===== config.mk =====
export PLATFORM = sky130hd
export DESIGN_NAME = icmp_echo_reply_checker_unit_flat
export DESIGN_NICKNAME = d
export VERILOG_FILES = /design/src/rtl/core/iecu_pkg.sv /design/src/rtl/core/iecu_byte_if.sv /design/src/rtl/core/iecu_result_if.sv /design/src/rtl/core/iecu_cfg_if.sv /design/src/rtl/core/iecu_front.sv /design/src/rtl/core/iecu_queue.sv /design/src/rtl/core/iecu_back.sv /design/src/rtl/core/icmp_echo_reply_checker_unit.sv /design/src/flat_wrapper.sv
export SDC_FILE = /design/constraint.sdc
export NUM_CORES = 1
export LEC_CHECK = 0
export BUFFER_PORTS_ARGS = -buffer_cell sky130_fd_sc_hd__buf_2
export CORE_UTILIZATION = 62
export DETAILED_ROUTE_END_ITERATION = 16
export PLACE_DENSITY = 0.89
export SYNTH_ARGS = -nofsm -noshare
export SYNTH_HDL_FRONTEND = slang
export SYNTH_SLANG_ARGS = --single-unit

===== constraint.sdc =====
create_clock -name clk_i -period 6.6 [get_ports clk_i]
set_input_delay 0.66 -clock clk_i [delete_from_list [all_inputs] [get_ports clk_i]]
set_output_delay 0.66 -clock clk_i [all_outputs]
set_load 0.01 [all_outputs]

===== src/rtl/core/iecu_pkg.sv =====
// Package: shared types and constants of the ICMP echo reply checker.
package iecu_pkg;

  // Folded checksum value of a packet that passes.
  localparam logic [15:0] SumAllOnes = 16'hffff;

  // Depth of the queue between front and back, and its pointer width.
  localparam int unsigned QDepth = 2;
  localparam int unsigned QPtrW  = (QDepth > 1) ? $clog2(QDepth) : 1;
  localparam int unsigned QCntW  = $clog2(QDepth + 1);

  // Result status codes.
  typedef enum logic [1:0] {
    STATUS_VALID     = 2'd0,
    STATUS_BAD_SUM   = 2'd1,
    STATUS_ID_DIFF   = 2'd2,
    STATUS_MALFORMED = 2'd3
  } status_e;

  // One classified byte, handed from the front to the back.
  typedef struct packed {
    logic [7:0]  data;        // packet byte
    logic        last;        // final byte of the packet
    logic        icmp;        // byte lies in the ICMP part
    logic        odd;         // odd offset within the ICMP part
    logic        id_hi;       // ICMP byte 4
    logic        id_lo;       // ICMP byte 5
    logic        malformed;   // length check failed (valid with last)
    logic [15:0] icmp_len;    // ICMP byte count (valid with last)
  } entry_t;

endpackage


===== src/rtl/core/iecu_byte_if.sv =====
// Interface: packet byte channel with valid/ready handshake.
interface iecu_byte_if;
  logic       valid;
  logic       ready;
  logic [7:0] data_byte;
  logic       last_byte;

  modport source (output valid, output data_byte, output last_byte, input ready);
  modport sink   (input valid, input data_byte, input last_byte, output ready);
endinterface


===== src/rtl/core/iecu_result_if.sv =====
// Interface: check result channel with valid/ready handshake.
interface iecu_result_if;
  logic        valid;
  logic        ready;
  logic [1:0]  status;
  logic [15:0] icmp_length;
  logic [15:0] reply_id;

  modport source (output valid, output status, output icmp_length, output reply_id,
                  input ready);
  modport sink   (input valid, input status, input icmp_length, input reply_id,
                  output ready);
endinterface


===== src/rtl/core/iecu_cfg_if.sv =====
// Interface: configuration write channel for the expected identifier.
interface iecu_cfg_if;
  logic        valid;
  logic        ready;
  logic [15:0] expected_id;

  modport source (output valid, output expected_id, input ready);
  modport sink   (input valid, input expected_id, output ready);
endinterface


===== src/rtl/core/iecu_front.sv =====
// Front: track byte position and lengths, classify each byte for the back.
module iecu_front (
  input  logic             clk_i,
  input  logic             rst_ni,
  iecu_byte_if.sink        pkt_in,
  output logic             push_valid_o,
  input  logic             push_ready_i,
  output iecu_pkg::entry_t push_data_o
);
  import iecu_pkg::*;

  logic [15:0] pos_q, pos_d;
  logic [5:0]  hb_q, hb_d;
  logic [15:0] dl_q, dl_d;
  logic        accept;
  logic [15:0] hb_ext;
  logic [15:0] off;
  logic [16:0] count;
  logic        in_icmp;

  assign pkt_in.ready = push_ready_i;
  assign push_valid_o = pkt_in.valid;
  assign accept       = pkt_in.valid & push_ready_i;

  // Capture header length and total length as their bytes pass.
  always_comb begin
    hb_d = hb_q;
    dl_d = dl_q;
    if (pos_q == 16'd0) begin
      hb_d = {pkt_in.data_byte[3:0], 2'b00};
    end else if (pos_q == 16'd2) begin
      dl_d = {pkt_in.data_byte, dl_q[7:0]};
    end else if (pos_q == 16'd3) begin
      dl_d = {dl_q[15:8], pkt_in.data_byte};
    end
  end

  // Classify the byte against the ICMP window.
  assign hb_ext  = {10'd0, hb_d};
  assign off     = pos_q - hb_ext;
  assign count   = {1'b0, pos_q} + 17'd1;
  assign in_icmp = (pos_q >= 16'd4) && (hb_d != 6'd0) && (pos_q >= hb_ext) &&
                   (pos_q < dl_d);

  always_comb begin
    push_data_o.data      = pkt_in.data_byte;
    push_data_o.last      = pkt_in.last_byte;
    push_data_o.icmp      = in_icmp;
    push_data_o.odd       = off[0];
    push_data_o.id_hi     = in_icmp && (off == 16'd4);
    push_data_o.id_lo     = in_icmp && (off == 16'd5);
    push_data_o.malformed = (count < 17'd4) || (hb_d == 6'd0) || (dl_d < hb_ext) ||
                            (count < {1'b0, dl_d});
    push_data_o.icmp_len  = (dl_d >= hb_ext) ? (dl_d - hb_ext) : 16'd0;
  end

  // Advance position (saturating), clear after the last byte.
  always_comb begin
    pos_d = pos_q;
    if (pkt_in.last_byte) begin
      pos_d = '0;
    end else if (pos_q != 16'hffff) begin
      pos_d = pos_q + 16'd1;
    end
  end

  always_ff @(posedge clk_i or negedge rst_ni) begin
    if (!rst_ni) begin
      pos_q <= '0;
      hb_q  <= '0;
      dl_q  <= '0;
    end else if (accept) begin
      pos_q <= pos_d;
      hb_q  <= pkt_in.last_byte ? 6'd0 : hb_d;
      dl_q  <= pkt_in.last_byte ? 16'd0 : dl_d;
    end
  end

endmodule


===== src/rtl/core/iecu_queue.sv =====
// Queue: short FIFO of classified bytes between front and back.
module iecu_queue (
  input  logic             clk_i,
  input  logic             rst_ni,
  input  logic             push_valid_i,
  output logic             push_ready_o,
  input  iecu_pkg::entry_t push_data_i,
  output logic             pop_valid_o,
  input  logic             pop_ready_i,
  output iecu_pkg::entry_t pop_data_o
);
  import iecu_pkg::*;

  entry_t           mem_q [QDepth];
  logic [QPtrW-1:0] wr_ptr_q, rd_ptr_q;
  logic [QCntW-1:0] cnt_q;
  logic             push, pop;

  assign push_ready_o = (cnt_q != QCntW'(QDepth));
  assign pop_valid_o  = (cnt_q != '0);
  assign pop_data_o   = mem_q[rd_ptr_q];
  assign push         = push_valid_i & push_ready_o;
  assign pop          = pop_valid_o & pop_ready_i;

  // Store the request at the write pointer.
  always_ff @(posedge clk_i) begin
    if (push) begin
      mem_q[wr_ptr_q] <= push_data_i;
    end
  end

  // Advance pointers and fill count.
  always_ff @(posedge clk_i or negedge rst_ni) begin
    if (!rst_ni) begin
      wr_ptr_q <= '0;
      rd_ptr_q <= '0;
      cnt_q    <= '0;
    end else begin
      if (push) begin
        wr_ptr_q <= (wr_ptr_q == QPtrW'(QDepth - 1)) ? '0 : wr_ptr_q + 1'b1;
      end
      if (pop) begin
        rd_ptr_q <= (rd_ptr_q == QPtrW'(QDepth - 1)) ? '0 : rd_ptr_q + 1'b1;
      end
      if (push && !pop) begin
        cnt_q <= cnt_q + 1'b1;
      end else if (pop && !push) begin
        cnt_q <= cnt_q - 1'b1;
      end
    end
  end

endmodule


===== src/rtl/core/iecu_back.sv =====
// Back: accumulate the checksum, capture the identifier, register the result.
module iecu_back (
  input  logic             clk_i,
  input  logic             rst_ni,
  input  logic             pop_valid_i,
  output logic             pop_ready_o,
  input  iecu_pkg::entry_t pop_data_i,
  input  logic [15:0]      expected_id_i,
  iecu_result_if.source    res_out
);
  import iecu_pkg::*;

  logic [15:0] sum_q, sum_n;
  logic [7:0]  hold_q, hold_n;
  logic [15:0] id_q, id_n;
  logic        res_valid_q;
  status_e     status_q, status_n;
  logic [15:0] len_q;
  logic [15:0] rid_q;
  logic        out_free;
  logic        pop;
  logic        add_word, add_pad;
  logic [15:0] word;
  logic [16:0] raw_sum;

  assign out_free    = !res_valid_q || res_out.ready;
  assign pop_ready_o = !pop_data_i.last || out_free;
  assign pop         = pop_valid_i & pop_ready_o;

  // Hold the high byte and capture identifier bytes.
  always_comb begin
    hold_n = hold_q;
    id_n   = id_q;
    if (pop_data_i.icmp && !pop_data_i.odd) begin
      hold_n = pop_data_i.data;
    end
    if (pop_data_i.id_hi) begin
      id_n = {pop_data_i.data, id_q[7:0]};
    end else if (pop_data_i.id_lo) begin
      id_n = {id_q[15:8], pop_data_i.data};
    end
  end

  // Add a full word or the zero-padded trailing byte, end-around carry.
  assign add_word = pop_data_i.icmp && pop_data_i.odd;
  assign add_pad  = pop_data_i.last && !pop_data_i.malformed && pop_data_i.icmp_len[0];
  assign word     = add_word ? {hold_q, pop_data_i.data} : {hold_n, 8'h00};
  assign raw_sum  = {1'b0, sum_q} + {1'b0, word};

  always_comb begin
    sum_n = sum_q;
    if (add_word || add_pad) begin
      sum_n = raw_sum[15:0] + {15'd0, raw_sum[16]};
    end
  end

  // Decide status: length first, then checksum, then identifier.
  always_comb begin
    priority if (pop_data_i.malformed) begin
      status_n = STATUS_MALFORMED;
    end else if (sum_n != SumAllOnes) begin
      status_n = STATUS_BAD_SUM;
    end else if (id_n != expected_id_i) begin
      status_n = STATUS_ID_DIFF;
    end else begin
      status_n = STATUS_VALID;
    end
  end

  // Update per-packet state, drop it after the last byte.
  always_ff @(posedge clk_i or negedge rst_ni) begin
    if (!rst_ni) begin
      sum_q  <= '0;
      hold_q <= '0;
      id_q   <= '0;
    end else if (pop) begin
      if (pop_data_i.last) begin
        sum_q  <= '0;
        hold_q <= '0;
        id_q   <= '0;
      end else begin
        sum_q  <= sum_n;
        hold_q <= hold_n;
        id_q   <= id_n;
      end
    end
  end

  // Output register: load on the last byte, hold until taken.
  always_ff @(posedge clk_i or negedge rst_ni) begin
    if (!rst_ni) begin
      res_valid_q <= 1'b0;
    end else if (pop && pop_data_i.last) begin
      res_valid_q <= 1'b1;
    end else if (res_out.ready) begin
      res_valid_q <= 1'b0;
    end
  end

  always_ff @(posedge clk_i) begin
    if (pop && pop_data_i.last) begin
      status_q <= status_n;
      len_q    <= pop_data_i.icmp_len;
      rid_q    <= id_n;
    end
  end

  assign res_out.valid       = res_valid_q;
  assign res_out.status      = status_q;
  assign res_out.icmp_length = len_q;
  assign res_out.reply_id    = rid_q;

endmodule


===== src/rtl/core/icmp_echo_reply_checker_unit.sv =====
// Top level: ICMP echo reply checker with front, queue and back.
//
// Takes a received IPv4 packet one byte per clock on pkt_in, while the queue
// has room, and returns one result per packet on res_out after the byte marked
// last: status (valid, bad checksum, identifier mismatch, malformed length), the
// ICMP byte count and the identifier found at ICMP bytes 4-5. A byte is accepted
// every cycle unless the queue is full; the back's single 16-bit
// end-around-carry adder takes at most one word per clock, so it keeps up with
// one byte per clock. The last byte passes through the queue, and the back then
// loads its output register. A stalled output holds only the last byte of the
// next packet; earlier bytes keep flowing into the back through a two-entry
// queue, and the input stalls once that queue is full. The user must write the
// expected identifier on cfg only while idle; the block does not enforce this.
module icmp_echo_reply_checker_unit (
  input  logic          clk_i,
  input  logic          rst_ni,
  iecu_byte_if.sink     pkt_in,
  iecu_result_if.source res_out,
  iecu_cfg_if.sink      cfg
);
  import iecu_pkg::*;

  logic        push_valid, push_ready;
  entry_t      push_data;
  logic        pop_valid, pop_ready;
  entry_t      pop_data;
  logic [15:0] expected_id_q;

  // Take configuration writes at any time.
  assign cfg.ready = 1'b1;

  always_ff @(posedge clk_i or negedge rst_ni) begin
    if (!rst_ni) begin
      expected_id_q <= '0;
    end else if (cfg.valid) begin
      expected_id_q <= cfg.expected_id;
    end
  end

  iecu_front u_front (
    .clk_i,
    .rst_ni,
    .pkt_in,
    .push_valid_o (push_valid),
    .push_ready_i (push_ready),
    .push_data_o  (push_data)
  );

  iecu_queue u_queue (
    .clk_i,
    .rst_ni,
    .push_valid_i (push_valid),
    .push_ready_o (push_ready),
    .push_data_i  (push_data),
    .pop_valid_o  (pop_valid),
    .pop_ready_i  (pop_ready),
    .pop_data_o   (pop_data)
  );

  iecu_back u_back (
    .clk_i,
    .rst_ni,
    .pop_valid_i   (pop_valid),
    .pop_ready_o   (pop_ready),
    .pop_data_i    (pop_data),
    .expected_id_i (expected_id_q),
    .res_out
  );

endmodule


===== src/flat_wrapper.sv =====
// flat-port wrapper written by rule: the top's interface ports become plain ports
module icmp_echo_reply_checker_unit_flat import iecu_pkg::*;
  (clk_i, rst_ni, pkt_in_valid, pkt_in_data_byte, pkt_in_last_byte, pkt_in_ready, res_out_valid, res_out_status, res_out_icmp_length, res_out_reply_id, res_out_ready, cfg_valid, cfg_expected_id, cfg_ready);
  iecu_byte_if pkt_in_i ();
  iecu_result_if res_out_i ();
  iecu_cfg_if cfg_i ();
  input  logic clk_i;
  input  logic rst_ni;
  input wire logic [$bits(pkt_in_i.valid)-1:0] pkt_in_valid;
  input wire logic [$bits(pkt_in_i.data_byte)-1:0] pkt_in_data_byte;
  input wire logic [$bits(pkt_in_i.last_byte)-1:0] pkt_in_last_byte;
  output wire logic [$bits(pkt_in_i.ready)-1:0] pkt_in_ready;
  output wire logic [$bits(res_out_i.valid)-1:0] res_out_valid;
  output wire logic [$bits(res_out_i.status)-1:0] res_out_status;
  output wire logic [$bits(res_out_i.icmp_length)-1:0] res_out_icmp_length;
  output wire logic [$bits(res_out_i.reply_id)-1:0] res_out_reply_id;
  input wire logic [$bits(res_out_i.ready)-1:0] res_out_ready;
  input wire logic [$bits(cfg_i.valid)-1:0] cfg_valid;
  input wire logic [$bits(cfg_i.expected_id)-1:0] cfg_expected_id;
  output wire logic [$bits(cfg_i.ready)-1:0] cfg_ready;
  assign pkt_in_i.valid = pkt_in_valid;
  assign pkt_in_i.data_byte = pkt_in_data_byte;
  assign pkt_in_i.last_byte = pkt_in_last_byte;
  assign pkt_in_ready = pkt_in_i.ready;
  assign res_out_valid = res_out_i.valid;
  assign res_out_status = res_out_i.status;
  assign res_out_icmp_length = res_out_i.icmp_length;
  assign res_out_reply_id = res_out_i.reply_id;
  assign res_out_i.ready = res_out_ready;
  assign cfg_i.valid = cfg_valid;
  assign cfg_i.expected_id = cfg_expected_id;
  assign cfg_ready = cfg_i.ready;
  icmp_echo_reply_checker_unit u_core (.clk_i(clk_i), .rst_ni(rst_ni), .pkt_in(pkt_in_i), .res_out(res_out_i), .cfg(cfg_i));
endmodule

==> flow_summary.toml <==
[drt]
drt_wl_total_um = 27700
ant_nets = 0
firstDrtPassIters = 6
viasPerCell = 6.40
vias = 8686
drcViolationCount = 0
wl_per_cell_um = 20.4
first_iter_violations = 875

[worst_setup_path]
arrival_ps = 6220
crit_type = "reg -> reg"
end_kind = "register"
r2r_setup_slack_ps = 570
crit_start = "u_core.u_queue.rd_ptr_q$_DFFE_PN0P_"
endpoint = "u_core.u_back.res_out.status[0]$_SDFFCE_PP1P_"
crit_required_ps = 6790
worstPathMaxFanout = 24
cp-start-kind = "register"
reg2reg_to = "u_core.u_back.res_out.status[0]$_SDFFCE_PP1P_"
reg2reg_depth = 21
worstReg2RegStart = "u_core.u_queue.rd_ptr_q$_DFFE_PN0P_"

[timing]
final.setup_skew_ps = 18.0
period_needed_ps = 6030
hold_viol = 0
final.setup.tns_ps = 0
rsz0062_at_grt = "no"
setup_slack_ps = 573
period_share_pct = 91.3
fmax_mhz = 166
max_slew.worst_pin.slew_ps = 1130
drv_slew = 0
setup_viol = 0
relSlewSlack_pct = 24.4

[placed_design]
io_buffers = 65
hpwl_um = 19200
dp_cells = 1326
gp_congestion = 0.937
pre_cts_ws_ps = 698

[pwr]
power.total_uw = 6080
power_leakage_uw = 0.00548
peakVddDrop_mv = 0.507
cellPowerDensity_mw_per_mm2 = 495

[synth]
yosys_register_bits = 193
yosys.area_share.adder_pct = 7.81
synth_compound_area_share_pct = 14.9
yosysTopAreaCellShare_pct = 25.3
synth-warning-count = 0
ys_seq_area_share_pct = 47.4
ys_async_sr_fraction_pct = 51.3
synth.largest_area_cell = "edfxtp_1"
avgSynthCellArea_um2 = 10.5
synth_fp_nets = 1164
ys_top_cells_by_area = "edfxtp_1, dfrtp_1, ha_1"
synth_area_mm2 = 0.0112
synthFlopType = "dfrtp_1"
synthMuxAreaShare_pct = 6.36
synth-simple-area-share_pct = 15.4
synth_xor_xnor_area_share_pct = 4.70
ys_types = 84
synth_edf_count = 94
syn_inst = 1066
synth_top_family_by_area = "simple AND/OR/NAND/NOR gates"

[layout]
final_nets = 1218
final_cell_mix = "nand2_1, dfrtp_1, o21ai_0, edfxtp_1, nor2_1"
fin_cells = 1358
fin_util_pct = 70.4
area_growth_pct = 10.0
fillers = 1216
n_antenna_cell = 0
drive_above_1_share_pct = 15.0
final_common_cell = "nand2_1"

[min_path]
hold_path.class = "in -> async"

[cts]
cts_tree = "done"
root_buffer = "clkbuf_16"
cts_made_buffers = 17
cts_setup_buffers = 0
htreeDepth = 4
clockBufferDepth = 2
cts_hold_buf = 0
cts_sinks = 193
insertion_delay_ps = 450
clkSlewWorstSetupHoldPaths_ps = 80
post_cts_resized = 0

[global_route]
grt_max_degree = 76
grt_pass1_wl_um = 44500
grt-ovfl-total = 0
grt_usage_pct = 31.5
antenna_found_initial = 0
grt_pass1_vias = 8534

[floorplan]
row_count = 48
initial_core_util_pct = 63.9
die_width_um = 136
core_mm2 = 0.0175
dieArea_mm2 = 0.0186
die_h_um = 136
io_pins = 67

[run]
drv_cap = 0

[run_status]
status = "completed"
per-layer routing:
layer | routed length [µm] | global-route usage [%] | vias up
li1 | - | - | 3996
met1 | 11300 | 39.4 | 4157
met2 | 13500 | 52.1 | 437
met3 | 1750 | 5.48 | 96
met4 | 1190 | 16.2 | 0
met5 | 0 | 0 | -
power breakdown:
group	internal [µW]	leakage (µW)	switching, µW
Clock	540	0.000294	514
Combinational	1100	0.00300	1870
Sequential	1870	0.00219	199
Total	3500	0.00548	2580
cell type report:
| type | instances | area, µm² | share of cell area (%) |
|---|---|---|---|
| multi-input cells | 783 | 5530 | 45.0 |
| flip-flops and latches | 193 | 5300 | 43.1 |
| inverters | 50 | 188 | 1.53 |
| clock buffers | 17 | 425 | 3.46 |
| clock inverters | 15 | 168 | 1.36 |
| well taps | 225 | 282 | 2.29 |
| repair buffers | 75 | 403 | 3.28 |
worst min-delay path by stage:
stage                                      startpoint                             endpoint  slack, ps  cells after the start
global placement    u_core.u_back.id_q[1]$_DFFE_PN0P_    u_core.u_back.id_q[1]$_DFFE_PN0P_        460                      2
finish                                         rst_ni   u_core.u_back.sum_q[9]$_DFFE_PN0P_        100                      1
CTS                                            rst_ni   u_core.u_back.sum_q[9]$_DFFE_PN0P_        120                      1
floorplan                                      rst_ni  u_core.expected_id_q[0]$_DFFE_PN0P_        360                      0
detailed placement  u_core.u_back.id_q[1]$_DFFE_PN0P_    u_core.u_back.id_q[1]$_DFFE_PN0P_        470                      2
global route                                   rst_ni   u_core.u_back.sum_q[9]$_DFFE_PN0P_        140                      1
cells in the mapped netlist, types with 4 or more instances:
| library cell | count |
|---|---|
| nor2_1 | 82 |
| a21o_1 | 32 |
| a31oi_1 | 4 |
| nand3_1 | 28 |
| and4_1 | 6 |
| and3_1 | 13 |
| inv_1 | 49 |
| xor2_1 | 29 |
| a211oi_1 | 4 |
| o211ai_1 | 5 |
| or3_1 | 5 |
| clkbuf_1 | 29 |
| nor3_1 | 15 |
| o21ai_1 | 7 |
| o31ai_1 | 6 |
| nand2_1 | 100 |
| nor4_1 | 7 |
| dfrtp_1 | 99 |
| nand3b_1 | 4 |
| xnor2_1 | 31 |
| a21oi_1 | 36 |
| ha_1 | 65 |
| nand2b_1 | 9 |
| buf_2 | 7 |
| and2_1 | 6 |
| a22o_1 | 17 |
| nand4_1 | 14 |
| o21a_1 | 8 |
| mux2i_1 | 35 |
| o21ai_0 | 99 |
| nor2b_1 | 8 |
| nor4_4 | 4 |
| edfxtp_1 | 94 |
| mux2_2 | 32 |
stage by stage:
step | area, µm² | hold slack (ps)
after CTS | 12300 | 123
after floorplan | 11200 | 364
after global routing | 12300 | 138
after detailed placement | 11700 | 467
after global placement | 11700 | 459
final | 12300 | 104
registers in the layout, indices dropped and copies added (netlist names):
register / flops
u_core.u_back.sum_q: 16
u_core.u_back.res_out.icmp_length: 16
u_core.u_front.dl_q: 16
u_core.expected_id_q: 16
u_core.u_queue.rd_ptr_q: 1
u_core.u_front.hb_q: 6
u_core.u_back.hold_q: 8
u_core.u_front.pos_q: 16
u_core.u_queue.cnt_q: 2
u_core.u_back.res_out.valid: 1
u_core.u_back.id_q: 16
u_core.u_back.res_out.reply_id: 16
u_core.u_back.res_out.status: 2
u_core.u_queue.wr_ptr_q: 1
u_core.u_queue.mem_q: 60
kinds of logic after synthesis:
logic type	after synthesis
compound gates	255
xor+xnor	60
fa+ha+maj	68
buf+inv	90
flops	193
mux	67
other cells	1
simple gates	332
worst max-delay path, stage by stage (launching register included):
cell	delay, ps
dfrtp_1	640
buf_4	440
mux2i_1	410
nor2_1	120
ha_1	520
nand2_1	150
a211oi_4	300
o21ai_1	180
a21oi_1	210
o21ai_0	190
nand2b_1	120
a21o_1	130
ha_1	160
ha_1	180
nand2_1	50
nor3_1	250
nand3_1	270
nor4_4	270
and4b_1	250
mux2i_1	310
o31ai_1	140
or4_1	500
No activity file was read; power rests on OpenSTA's default activity.
